$ cat config.mk
export PLATFORM = sky130hd
export DESIGN_NAME = psd_sqrt
export DESIGN_NICKNAME = d
export VERILOG_FILES = /design/src/hw/rtl/psd_pkg.sv /design/src/hw/rtl/psd_sqrt.sv
export SDC_FILE = /design/constraint.sdc
export NUM_CORES = 2
export LEC_CHECK = 0
export ABC_CLOCK_PERIOD_IN_PS = 3100
export BUFFER_PORTS_ARGS = -buffer_cell sky130_fd_sc_hd__buf_2
export CAP_MARGIN = 20
export CORE_ASPECT_RATIO = 1.75
export CORE_UTILIZATION = 45
export CTS_CLUSTER_DIAMETER = 150
export DETAILED_ROUTE_END_ITERATION = 7
export SYNTH_ARGS = -nofsm -noshare
export SYNTH_HDL_FRONTEND = slang
export SYNTH_SLANG_ARGS = --single-unit
$ cat constraint.sdc
create_clock -name clk_i -period 3.1 [get_ports clk_i]
set_input_delay 0.62 -clock clk_i [delete_from_list [all_inputs] [get_ports clk_i]]
set_output_delay 0.62 -clock clk_i [all_outputs]
set_load 0.01 [all_outputs]
$ cat src/hw/rtl/psd_pkg.sv
package psd_pkg;

  localparam int CoordW = 24;
  localparam int DiffW = CoordW + 1;
  localparam int ProdW = 2 * DiffW;
  localparam int DotW = ProdW + 1;
  localparam int Len2W = ProdW;
  localparam int DeltaW = DiffW + 1;
  localparam int SqW = 2 * DeltaW - 1;
  localparam int SumW = SqW + 1;
  localparam int RootW = SumW / 2;
  localparam int RemW = RootW + 2;
  localparam int DistW = 25;
  localparam int KindW = 2;
  localparam int ParamFracBitsDef = 16;

  localparam logic [KindW-1:0] KindStart = 2'd0;
  localparam logic [KindW-1:0] KindEnd = 2'd1;
  localparam logic [KindW-1:0] KindInterior = 2'd2;

  typedef struct packed {
    logic [KindW-1:0] kind;
    logic signed [DiffW-1:0] ax;
    logic signed [DiffW-1:0] ay;
    logic signed [DiffW-1:0] bx;
    logic signed [DiffW-1:0] by;
    logic signed [DiffW-1:0] fx;
    logic signed [DiffW-1:0] fy;
  } geom_t;

endpackage

$ cat src/hw/rtl/psd_sqrt.sv
module psd_sqrt import psd_pkg::*; (
  input  logic             clk_i,
  input  logic             rst_ni,
  input  logic             en_i,
  input  logic             valid_i,
  input  logic [KindW-1:0] kind_i,
  input  logic [SumW-1:0]  sum_i,
  output logic             valid_o,
  output logic [KindW-1:0] kind_o,
  output logic [RootW-1:0] root_o
);

  logic [RootW-1:0] v_q;
  logic [RemW-1:0] r_s [RootW+1];
  logic [RootW-1:0] q_s [RootW+1];
  logic [SumW-1:0] x_s [RootW+1];
  logic [KindW-1:0] k_s [RootW+1];
  logic [RemW-1:0] r_q [RootW];
  logic [RootW-1:0] q_q [RootW];
  logic [SumW-1:0] x_q [RootW];
  logic [KindW-1:0] k_q [RootW];

  assign r_s[0] = '0;
  assign q_s[0] = '0;
  assign x_s[0] = sum_i;
  assign k_s[0] = kind_i;

  always_ff @(posedge clk_i or negedge rst_ni) begin
    if (!rst_ni) begin
      v_q <= '0;
    end else if (en_i) begin
      v_q <= {v_q[RootW-2:0], valid_i};
    end
  end

  // one root bit per stage: remainder takes the next two radicand bits
  for (genvar k = 0; k < RootW; k++) begin : g_stage
    logic [RemW+1:0] r_sh;
    logic [RemW+1:0] trial;
    logic ge;
    assign r_sh = {r_s[k], x_s[k][SumW-1 -: 2]};
    assign trial = (RemW+2)'({q_s[k], 2'b01});
    assign ge = r_sh >= trial;

    always_ff @(posedge clk_i) begin
      if (en_i) begin
        r_q[k] <= ge ? RemW'(r_sh - trial) : r_sh[RemW-1:0];
        q_q[k] <= {q_s[k][RootW-2:0], ge};
        x_q[k] <= {x_s[k][SumW-3:0], 2'b00};
        k_q[k] <= k_s[k];
      end
    end

    assign r_s[k+1] = r_q[k];
    assign q_s[k+1] = q_q[k];
    assign x_s[k+1] = x_q[k];
    assign k_s[k+1] = k_q[k];
  end

  assign valid_o = v_q[RootW-1];
  assign kind_o = k_s[RootW];
  assign root_o = q_s[RootW];

endmodule

# Word level (Yosys, flattened, before mapping)
# Memory sizes are Yosys's and may differ from the RTL's.
# Cells that the tools add are included.
[classes]
muxes = 28
addsub = 26
magnitude_cmp = 26
[op_table]
columns = ["cell", "count"]
rows = [
  ["greater-or-equal comparator 30 x 28 -> 1 bit", 25],
  ["two-way mux 28 bit", 26],
  ["subtractor 28 bit", 25],
  ["subtractor 2 x 1 -> 3 bit, second input constant", 1],
  ["greater-or-equal comparator 2 x 1 -> 1 bit, second input constant", 1],
  ["two-way mux 1 bit", 2],
]
[totals]
mem_bits_rw = 2756
out_inout_bits = 29
regBits = 26
elab_cells = 85
mem_count = 4
[memory_table]
columns = ["name", "depth", "word_bits", "rd", "rd_clocked_by_memory_dff", "write_ports", "line", "source"]
rows = [
  ["x_q", 26, 50, 25, 0, 26, "psd_sqrt.sv:20", "logic [SumW-1:0] x_q [RootW];"],
  ["r_q", 26, 28, 25, 0, 26, "psd_sqrt.sv:18", "logic [RemW-1:0] r_q [RootW];"],
  ["q_q", 26, 26, 26, 0, 26, "psd_sqrt.sv:19", "logic [RootW-1:0] q_q [RootW];"],
  ["k_q", 26, 2, 26, 0, 26, "psd_sqrt.sv:21", "logic [KindW-1:0] k_q [RootW];"],
]

# Depth between registers and ports, before layout
# An unclocked memory read counts as a cell.
[depth]
word_depth = 3
depth_mapped = 16
depth_no_buf = 14

# Worst setup path after synthesis
# OpenSTA, ideal clock, no wires.
[synth_path]
path_type = "register to register"
start = "memory r_q[2][177] in the netlist's numbering"
end = "memory r_q[2][212] in the netlist's numbering, data pin"
arrival_ns = 2.917
stages_incl_launch_ff = 13
setup_ns = 0.260
path_buffers = 2
slack_ns = -0.077
cell_sequence = "edfxtp_1 > ha_1 > a21o_1 > a21o_1 > a211o_1 > a21oi_1 > a21oi_1 > a31o_2 > nor2b_1 > or2_1 > clkbuf_1 > buf_2 > mux2_2"
[synth_rtl]
columns = ["element", "line"]
rows = [
  ["from (decl)", "psd_sqrt.sv:18"],
]

==> metrics.cfg <==
[critical_path]
critPathLaunchType=flip-flop
setup.worst_path.end_class=flip-flop
worstPathArrival_ns=3.95
required_ns=3.66
cpMostUsedCell=o31a_1
crit_family=compound AO/OA/AOI/OAI gates
critPathSlowestCell=edfxtp_1
crit_chain=ha_4 -> nor2b_4 -> o31a_1 -> o31a_1 -> a211o_1 -> a221o_1 -> a21oi_2 -> o211ai_1 -> buf_4 -> buf_2 -> mux2_2
critPathBufInv=2
cp_slowest_stage_delay_ns=0.43
path_class=reg -> reg
critical_path.max_fanout=5

[layout]
fin_nets=7621
layout_common_cells=edfxtp_1 (1715), buf_4 (854), inv_1 (459), ha_1 (334), nor2_1 (330)
drive_gt1_frac=0.264
postLayoutCoreUtil=0.571
multiInputGateArea_um2=28300
fillers=13937
layout_commonest_cell=edfxtp_1
regArea_um2=52200
area_growth_pct=25.7

[synth]
synth_flop_cell=edfxtp_1
yosysSeqAreaShare=0.656
synth-seq-cells=1741
syn-instance-count=6018
syn_nets=6455
netlist_area_um2=79500
synth.avg_cell_area_um2=13.2
synth_edf_count=1715
synthDistinctLibCells=95
synth_async_sr_flop_share=0.0149
synth-warning-count=0

[timing]
worstMarginPinSlew_ns=0.873
hold_ws_ns=0.0922
skew_ns=0.0944
min_period_over_period=1.09
tns_ns=-12.61
setup_violations=128
hold_viol=0
drv_slew=0
fin_crit_ns=3.39
rsz0062_at_grt=true
fmax_ghz=0.295
setup_slack_ns=-0.290
slew_headroom=0.412

[power]
vdd_drop_max_mv=0.566
finalPower_uw=68200
p_leak_uw=0.0394
powerDensity_nw_per_um2=682

[hold_path]
hp-class=in -> reg

[grt]
grt_antenna_before_repair=2
busiest_layer=met2
overflow=0
grt_start_max_net_pins=102
track_usage=0.204
use_met2=0.453
grt_pass1_vias=53379
grt_pass1_wl_um=279000
met3_usage=0.0225
grt_util_met1=0.146

[clock_tree]
tritoncts=yes
clkSinkCount=1741
cts-root-buf=clkbuf_16
clk_pin_slew_worst_paths_ns=0.06
clock_latency_ns=0.84
h-tree-depth=4
cts_buffer_depth=4
cts_buffers=170

[die]
dieArea_um2=179000
coreArea_um2=175000
start_util=0.454
die_w_um=320
die_h_um=558
pin_count=87
rows=203

[drt]
wirelength_um=188000
wl_per_cell_um=19.6
viasPerCell=5.32
drtIter0Drc=2183
firstDrtPassIters=5
postRouteAntennaNets=0
drc_errors=0
vias=50862

[place]
place_ws_ns=-0.651
portBuffers=86
hpwl_um=136000
gp_routability_congestion=0.944

[job]
cap_violations=0

[status]
outcome=finished, violations left
violations=setup timing

==> stage by stage <==
| stage | cell area [um2] | cells |
|---|---|---|
| after floorplan | 79600 | 6018 |
| after global placement | 89300 | 9092 |
| after detailed placement | 89300 | 9092 |
| after CTS | 97500 | 9489 |
| after global routing | 100000 | 9560 |
| final | 100000 | 9560 |
==> layout make-up <==
type	count	share of cell area
Antenna cell	1	0.0000250
Clock buffer	202	0.0448
Clock inverter	90	0.00988
Inverter	479	0.0181
Multi-Input combinational cell	3679	0.283
Sequential cell	1741	0.521
Tap cell	2255	0.0282
Timing Repair Buffer	1113	0.0944
==> kinds of logic (layout without fill, tap and decap cells) <==
| group | count (synthesis) | in the layout | share of synthesized area |
|---|---|---|---|
| compound gates | 1117 | 1117 | 0.0861 |
| xor+xnor | 543 | 543 | 0.0598 |
| fa+ha+maj | 379 | 379 | 0.0596 |
| buf+inv | 598 | 1884 | 0.0286 |
| flops | 1741 | 1741 | 0.656 |
| mux | 89 | 89 | 0.0126 |
| other cells | 1 | 2 | 0.0000471 |
| simple gates | 1550 | 1550 | 0.0977 |
==> path summary, 6_finish.rpt <==
path | from | to | slack [ns] | cells past startpoint
hold / removal | sum_i[51] | q_q[0][0] | 0.09 | 2
hold reg to reg | x_q[0][593] | x_q[0][645] | 0.38 | 0
setup reg to reg | r_q[2][56] | r_q[2][92] | -0.29 | 11
min in group asynchronous | rst_ni | v_q[25] | 0.34 | 2
max in group asynchronous | rst_ni | v_q[12] | 2.39 | 2
setup / recovery | r_q[2][56] | r_q[2][92] | -0.29 | 11
==> worst register-to-register path, cell delays in order, from the launching register on <==
cell and delay [ns]:
edfxtp_1 0.43, ha_4 0.27, nor2b_4 0.12, o31a_1 0.30, o31a_1 0.32, a211o_1 0.28, a221o_1 0.37, a21oi_2 0.21
o211ai_1 0.10, buf_4 0.20, buf_2 0.22, mux2_2 0.30
==> Yosys cell counts (all sizes together) (31+ instances only) <==
cell type / n / share of area
inv: 478 / 0.023
nor2: 422 / 0.020
nand2: 337 / 0.016
nor3: 145 / 0.0094
mux2: 86 / 0.012
nor4: 73 / 0.0060
clkbuf: 89 / 0.0042
nand4: 61 / 0.0048
nor2b: 67 / 0.0053
o21ai: 243 / 0.015
or2: 37 / 0.0029
a21o: 136 / 0.013
nand3: 112 / 0.0070
xnor2: 301 / 0.033
ha: 379 / 0.060
and3: 36 / 0.0028
nand2b: 70 / 0.0055
o21a: 68 / 0.0064
o31ai: 31 / 0.0029
xor2: 242 / 0.027
edfxtp: 1715 / 0.65
a21oi: 422 / 0.027
or4: 32 / 0.0031
or3: 64 / 0.0051
==> per-layer routing <==
metal  vias to the layer above  share of wire
met3                       622          0.023
met4                         2          0.084
met5                         -       0.000069
met1                     24875           0.27
met2                       889           0.62
li1                      24474              -
==> report_power, final <==
group          switching, uW  leakage, uW  internal [uW]  total (uW)
Combinational           8340       0.0199           7700       16000
Sequential              1840       0.0168          29500       31300
Clock                   8780      0.00265          12000       20800
==> state kept, by name, summed over array words and instances (netlist names) <==
register	cells
v_q	26
q_q	351
r_q	662
k_q	52
x_q	650
==> repair_timing <==
item,4_1_cts,5_1_grt
resized for setup,404,417
cloned,6,9
hold buffers,54,0
pin swaps,117,157
setup buffers,51,72
hold endpoints to repair,79,0
setup endpoints to repair,446,411
Power figures use the tool's default switching activity.
