==> src/hw/rtl/psd_pkg.sv <==
package psd_pkg;

  localparam int CoordW = 24;
  localparam int DiffW = CoordW + 1;
  localparam int ProdW = 2 * DiffW;
  localparam int DotW = ProdW + 1;
  localparam int Len2W = ProdW;
  localparam int DeltaW = DiffW + 1;
  localparam int SqW = 2 * DeltaW - 1;
  localparam int SumW = SqW + 1;
  localparam int RootW = SumW / 2;
  localparam int RemW = RootW + 2;
  localparam int DistW = 25;
  localparam int KindW = 2;
  localparam int ParamFracBitsDef = 16;

  localparam logic [KindW-1:0] KindStart = 2'd0;
  localparam logic [KindW-1:0] KindEnd = 2'd1;
  localparam logic [KindW-1:0] KindInterior = 2'd2;

  typedef struct packed {
    logic [KindW-1:0] kind;
    logic signed [DiffW-1:0] ax;
    logic signed [DiffW-1:0] ay;
    logic signed [DiffW-1:0] bx;
    logic signed [DiffW-1:0] by;
    logic signed [DiffW-1:0] fx;
    logic signed [DiffW-1:0] fy;
  } geom_t;

endpackage

==> src/hw/rtl/psd_div.sv <==
module psd_div import psd_pkg::*; #(
  parameter int ParamFracBits = ParamFracBitsDef
) (
  input  logic                     clk_i,
  input  logic                     rst_ni,
  input  logic                     en_i,
  input  logic                     valid_i,
  input  geom_t                    geom_i,
  input  logic [Len2W-1:0]         rem_i,
  input  logic [Len2W-1:0]         den_i,
  output logic                     valid_o,
  output geom_t                    geom_o,
  output logic [ParamFracBits-1:0] t_o
);

  localparam int P = ParamFracBits;

  logic [P-1:0] v_q;
  logic [Len2W-1:0] rem_s [P+1];
  logic [Len2W-1:0] den_s [P+1];
  logic [P-1:0] t_s [P+1];
  geom_t g_s [P+1];
  logic [Len2W-1:0] rem_q [P];
  logic [Len2W-1:0] den_q [P];
  logic [P-1:0] t_q [P];
  geom_t g_q [P];

  assign rem_s[0] = rem_i;
  assign den_s[0] = den_i;
  assign t_s[0] = '0;
  assign g_s[0] = geom_i;

  always_ff @(posedge clk_i or negedge rst_ni) begin
    if (!rst_ni) begin
      v_q <= '0;
    end else if (en_i) begin
      v_q <= {v_q[P-2:0], valid_i};
    end
  end

  // one quotient bit per stage, restoring
  for (genvar i = 0; i < P; i++) begin : g_stage
    logic [Len2W:0] sh;
    logic ge;
    assign sh = {rem_s[i], 1'b0};
    assign ge = sh >= {1'b0, den_s[i]};

    always_ff @(posedge clk_i) begin
      if (en_i) begin
        rem_q[i] <= ge ? Len2W'(sh - {1'b0, den_s[i]}) : sh[Len2W-1:0];
        den_q[i] <= den_s[i];
        t_q[i] <= {t_s[i][P-2:0], ge};
        g_q[i] <= g_s[i];
      end
    end

    assign rem_s[i+1] = rem_q[i];
    assign den_s[i+1] = den_q[i];
    assign t_s[i+1] = t_q[i];
    assign g_s[i+1] = g_q[i];
  end

  assign valid_o = v_q[P-1];
  assign geom_o = g_s[P];
  assign t_o = t_s[P];

endmodule

==> config.mk <==
export PLATFORM = sky130hd
export DESIGN_NAME = psd_div
export DESIGN_NICKNAME = d
export VERILOG_FILES = /design/src/hw/rtl/psd_pkg.sv /design/src/hw/rtl/psd_div.sv
export SDC_FILE = /design/constraint.sdc
export NUM_CORES = 2
export LEC_CHECK = 0
export BUFFER_PORTS_ARGS = -buffer_cell sky130_fd_sc_hd__buf_2
export CAP_MARGIN = 0
export CORE_ASPECT_RATIO = 1.25
export CORE_UTILIZATION = 57
export DETAILED_ROUTE_END_ITERATION = 10
export GPL_TIMING_DRIVEN = 0
export MAX_ROUTING_LAYER = met4
export PLACE_DENSITY = 0.77
export SYNTH_ARGS = -nofsm -noshare
export SYNTH_HDL_FRONTEND = slang
export SYNTH_MEMORY_MAX_BITS = 65536
export SYNTH_SLANG_ARGS = --single-unit
==> constraint.sdc <==
create_clock -name clk_i -period 3.5 [get_ports clk_i]
set_input_delay 0.35 -clock clk_i [delete_from_list [all_inputs] [get_ports clk_i]]
set_output_delay 0.35 -clock clk_i [all_outputs]
set_load 0.005 [all_outputs]
* After elaboration in Yosys (flattened, before gate mapping) *
Memories as Yosys holds them, arrays and structs flattened.
Index checks and enable logic that the tools add are counted.

word-level totals
  memory bits (writable) = 4,288
  memories kept = 4
  logic and storage cells = 55
  output and inout bits = 169
  register bits after elaboration = 16

memories
  name   words  width  rd ports  clocked after Yosys merged registers in  wr ports  line           RTL
  g_q    16     152    16        0                                        16        psd_div.sv:26  geom_t g_q [P];
  den_q  16     50     15        0                                        16        psd_div.sv:24  logic [Len2W-1:0] den_q [P];
  rem_q  16     50     15        0                                        16        psd_div.sv:23  logic [Len2W-1:0] rem_q [P];
  t_q    16     16     16        0                                        16        psd_div.sv:25  logic [P-1:0] t_q [P];

cells by class
  order comparisons = 16
  muxes and demuxes = 18
  add/sub/neg operators = 16

operators with widths
  operator                                          count
  51-bit by 50-bit >= comparator with 1-bit output  16
  50-bit 2-to-1 mux                                 16
  50-bit subtractor                                 16
  1-bit 2-to-1 mux                                  2

* Longest topological paths before layout *
An unclocked memory read counts as a cell.

  depth after elaboration = 3
  mapped depth = 17
  mapped depth without buffers = 14

* Least setup slack after synthesis *
No wires, ideal clock.

  path kind = reg-to-reg
  start = memory rem_q[0][150] in the netlist's numbering
  end = memory rem_q[0][236] in the netlist's numbering (data pin)
  period minus slack after synthesis = 3.548 ns
  arrival time = 3.289 ns
  slack = -0.048 ns
  data required time = 3.240 ns
  cell stages (with the launch flop) = 13
  cells stage by stage = edfxtp_1 > fa_1 > a211oi_1 > o211ai_1 > a41oi_1 > o211ai_1 > a31oi_1 > o31ai_1 > a21boi_1 > nor2_1 > a311o_1 > xor2_1 > mux2_2

RTL lines
  item             line
  start, declared  psd_div.sv:23

==> results.sh <==
export IMPL_dpl_worst_slack_ns=-2.92
export IMPL_r2r_cells=13
export IMPL_cts_hold_buffers=262
export IMPL_hold_violations=1
export IMPL_rr_startpoint="den_q[0][100]$_DFFE_PP_"
export IMPL_wl_per_cell_um=23.8
export IMPL_initial_core_util=0.573
export IMPL_finalPower_uw=177000
export IMPL_fillers=20900
export IMPL_cts_inserted_buffers=383
export IMPL_ys_seq_area_frac=0.693
export IMPL_cp_top_family="compound AO/OA/AOI/OAI gates"
export IMPL_rrSetupSlack_ns=-0.53
export IMPL_rsz0062_at_grt="true"
export IMPL_cts_htree_levels=5
export IMPL_synth_top_area_frac=0.691
export IMPL_cp_cell_sequence="inv_1 > fa_1 > a211o_1 > o211ai_1 > a21oi_1 > o211ai_1 > o211ai_1 > and4b_1 > nor3_4 > o221ai_1 > a21oi_1 > xor2_1 > o21ai_0"
export IMPL_dp_cells=17200
export IMPL_slew_headroom=0.230
export IMPL_power_density_mw_per_mm2=846
export IMPL_min_period_ns=4.03
export IMPL_cp_arrival_ns=4.65
export IMPL_leakage_uw=0.0806
export IMPL_synth_yosys_warnings=0
export IMPL_dp_hpwl_um=283000
export IMPL_peakVddDrop_v=0.000866
export IMPL_cp_start_kind="flop"
export IMPL_antenna_found_initial=6
export IMPL_core_area_mm2=0.309
export IMPL_min_to="rem_q[0][1]$_DFFE_PP_"
export IMPL_criticalPathCategory="reg2reg"
export IMPL_dr_pass1_iters=9
export IMPL_syn_area_mm2=0.177
export IMPL_clk_path_buf_depth=4
export IMPL_final_area_mm2=0.209
export IMPL_syn_nets=13700
export IMPL_final_cell_mix="edfxtp_1 (4068), inv_1 (951), a21oi_1 (890)"
export IMPL_crit_slowest_cell="fa_1"
export IMPL_vias=104000
export IMPL_place_area_mm2=0.185
export IMPL_critPathMaxFanout=3
export IMPL_path_buf_inv=1
export IMPL_cts_tree="yes"
export IMPL_slowest_delay_ns=0.51
export IMPL_grt_pass1_wl_um=629000
export IMPL_synth_area_leaders="edfxtp_1 (69%), ha_1 (5.7%), a21oi_1 (2.7%)"
export IMPL_skew_ns=0.0788
export IMPL_end_kind="flop"
export IMPL_timing_rr_end="rem_q[0][194]$_DFFE_PP_"
export IMPL_setup_tns_ns=-183.31
export IMPL_slew_violations=0
export IMPL_dr_first_iter_drc_count=6903
export IMPL_drive_above_1_share=0.178
export IMPL_wirelength_um=440000
export IMPL_io_pin_count=425
export IMPL_synth_edf_count=4068
export IMPL_max_freq_mhz=248
export IMPL_cpMostUsedCell="o211ai_1"
export IMPL_fin_ws_ns=-0.531
export IMPL_ant_nets=0
export IMPL_synth_ff_type="edfxtp_1"
export IMPL_area_delta_synth_final_pct=18.4
export IMPL_hp_start="rem_i[0]"
export IMPL_fin_crit_sh=1.15
export IMPL_status="complete, but fails checks"
export IMPL_async_reset_ff_frac=0.00392
export IMPL_multiInputGateArea_mm2=0.0528
export IMPL_yosys_area_top_type="edfxtp_1"
export IMPL_fin_cells=18500
export IMPL_final_nets=15100
export IMPL_regArea_mm2=0.123
export IMPL_gp_congestion=0.891
export IMPL_chipHeight_um=625
export IMPL_synth_seq_cells=4084
export IMPL_synth_cell_types=99
export IMPL_grt_overflow=0
export IMPL_clock_latency_ns=0.92
export IMPL_setup_violations=747
export IMPL_die_x_um=500
export IMPL_row_count=228
export IMPL_drc=0
export IMPL_vias_per_cell=5.63
export IMPL_track_usage=0.275
export IMPL_drv_cap=0
export IMPL_final_common_cell="edfxtp_1"
export IMPL_avgSynthCellArea_um2=14.0
export IMPL_die_area_mm2=0.312
export IMPL_numClockSinks=4084
export IMPL_worstMarginPinSlew_ns=1.13
export IMPL_crit_required_ns=4.12
export IMPL_fin_hold_ws_ns=-0.158
export IMPL_portBuffers=424
export IMPL_synthCells=12600
export IMPL_grt_max_degree=200
export IMPL_hp_class="in2reg"
export IMPL_failed_checks="hold timing, setup timing"
export IMPL_grt_pass1_vias=108000
export IMPL_cts_clk_slew_worst_paths_ns=0.07
export IMPL_min_path_cells=2
export IMPL_cts_root_buffer="clkbuf_16"
## Yosys cell counts (27+ instances only)
cell type / n
o31ai_1: 61
xor2_1: 292
nand4_1: 191
and3_1: 72
a21o_1: 469
nor2_1: 623
nor4_1: 27
mux2_2: 143
a211oi_1: 65
nor2b_1: 85
o21ai_0: 756
xnor2_1: 390
nand3_1: 156
nor3_1: 119
inv_1: 973
nand2_1: 853
edfxtp_1: 4068
a21oi_1: 968
and2_1: 35
buf_4: 168
clkbuf_1: 274
a31oi_1: 96
o21a_1: 81
ha_1: 799
o21bai_1: 134
o211ai_1: 44
buf_2: 56
nand2b_1: 94
## power by group
part	total, uW	switching (uW)	leakage [uW]	internal, uW
clock	40500	18100	0.00580	22300
combinational	68000	39300	0.0348	28800
sequential	68500	4340	0.0400	64100
total	177000	61700	0.0806	115000
## what timing repair did
| action | 4_1_cts | 5_1_grt |
|---|---|---|
| cloned | 12 | 31 |
| resized for setup | 740 | 808 |
| hold endpoints to repair | 361 | 1 |
| pin swaps | 139 | 221 |
| setup endpoints to repair | 1780 | 763 |
| buffers inserted | 116 | 207 |
## cell families after synthesis
group / count (synthesis) / share of synthesized area
DFF: 4084 / 0.693
xor gates and xnor gates: 682 / 0.0338
buffers and inverters: 1491 / 0.0358
adders and majority gates: 814 / 0.0582
muxes: 171 / 0.0113
and+or+nand+nor: 2392 / 0.0629
AOI/OAI and AO/OA: 2989 / 0.105
## worst reg2reg max path, stage by stage, from the launching register on
cell and delay [ns]:
edfxtp_1 0.43, inv_1 0.12, fa_1 0.51, a211o_1 0.32
o211ai_1 0.17, a21oi_1 0.20, o211ai_1 0.27, o211ai_1 0.28
and4b_1 0.37, nor3_4 0.33, o221ai_1 0.23, a21oi_1 0.23
xor2_1 0.16, o21ai_0 0.10
## state kept, by name, summed over array words and instances, names as in the netlist
| signal | cells |
|---|---|
| t_q | 136 |
| v_q | 16 |
| den_q | 750 |
| rem_q | 750 |
| g_q | 2432 |
## metal layers
layer,routed length (um),GRT usage,vias to the layer above
met5,0,-,-
met4,36500,0.177,0
met2,247000,0.534,3037
met3,15000,0.0293,1291
li1,-,-,49700
met1,141000,0.250,50200
## through the flow
stage | utilization | hold WS, ns
2_1_floorplan | - | 0.0544
3_3_place_gp | 0.596 | 0.276
3_5_place_dp | 0.599 | 0.280
4_1_cts | 0.661 | -0.218
5_1_grt | 0.678 | -0.202
6_report | 0.678 | -0.158
## layout make-up
| type | count | share of cell area |
|---|---|---|
| Inverter | 974 | 0.0175 |
| Sequential cell | 4084 | 0.586 |
| Antenna cell | 9 | 0.000108 |
| Multi-Input combinational cell | 7048 | 0.253 |
| Timing Repair Buffer | 1078 | 0.0452 |
| Buffer | 473 | 0.0171 |
| Clock inverter | 214 | 0.00880 |
| Tap cell | 4140 | 0.0248 |
| Clock buffer | 478 | 0.0483 |
## worst max-delay path by stage
stage | startpoint | end | slack, ns | cells past startpoint
final | den_q[0][100]$_DFFE_PP_ | rem_q[0][194]$_DFFE_PP_ | -0.53 | 13
after floorplan | rem_q[1][50]$_SDFFCE_PN0P_ | rem_q[1][146]$_DFFE_PP_ | 0.02 | 12
after detailed placement | rem_q[1][0]$_SDFFCE_PN0P_ | rem_q[1][91]$_DFFE_PP_ | -2.92 | 11
after CTS | rem_q[0][100]$_SDFFCE_PN0P_ | rem_q[0][179]$_DFFE_PP_ | -0.41 | 12
after global routing | rem_q[1][55]$_DFFE_PP_ | rem_q[1][127]$_DFFE_PP_ | -0.59 | 18
after global placement | en_i | g_q[1][193]$_DFFE_PP_ | -60.29 | 1
Note: power is estimated with default switching activity, not from simulation.
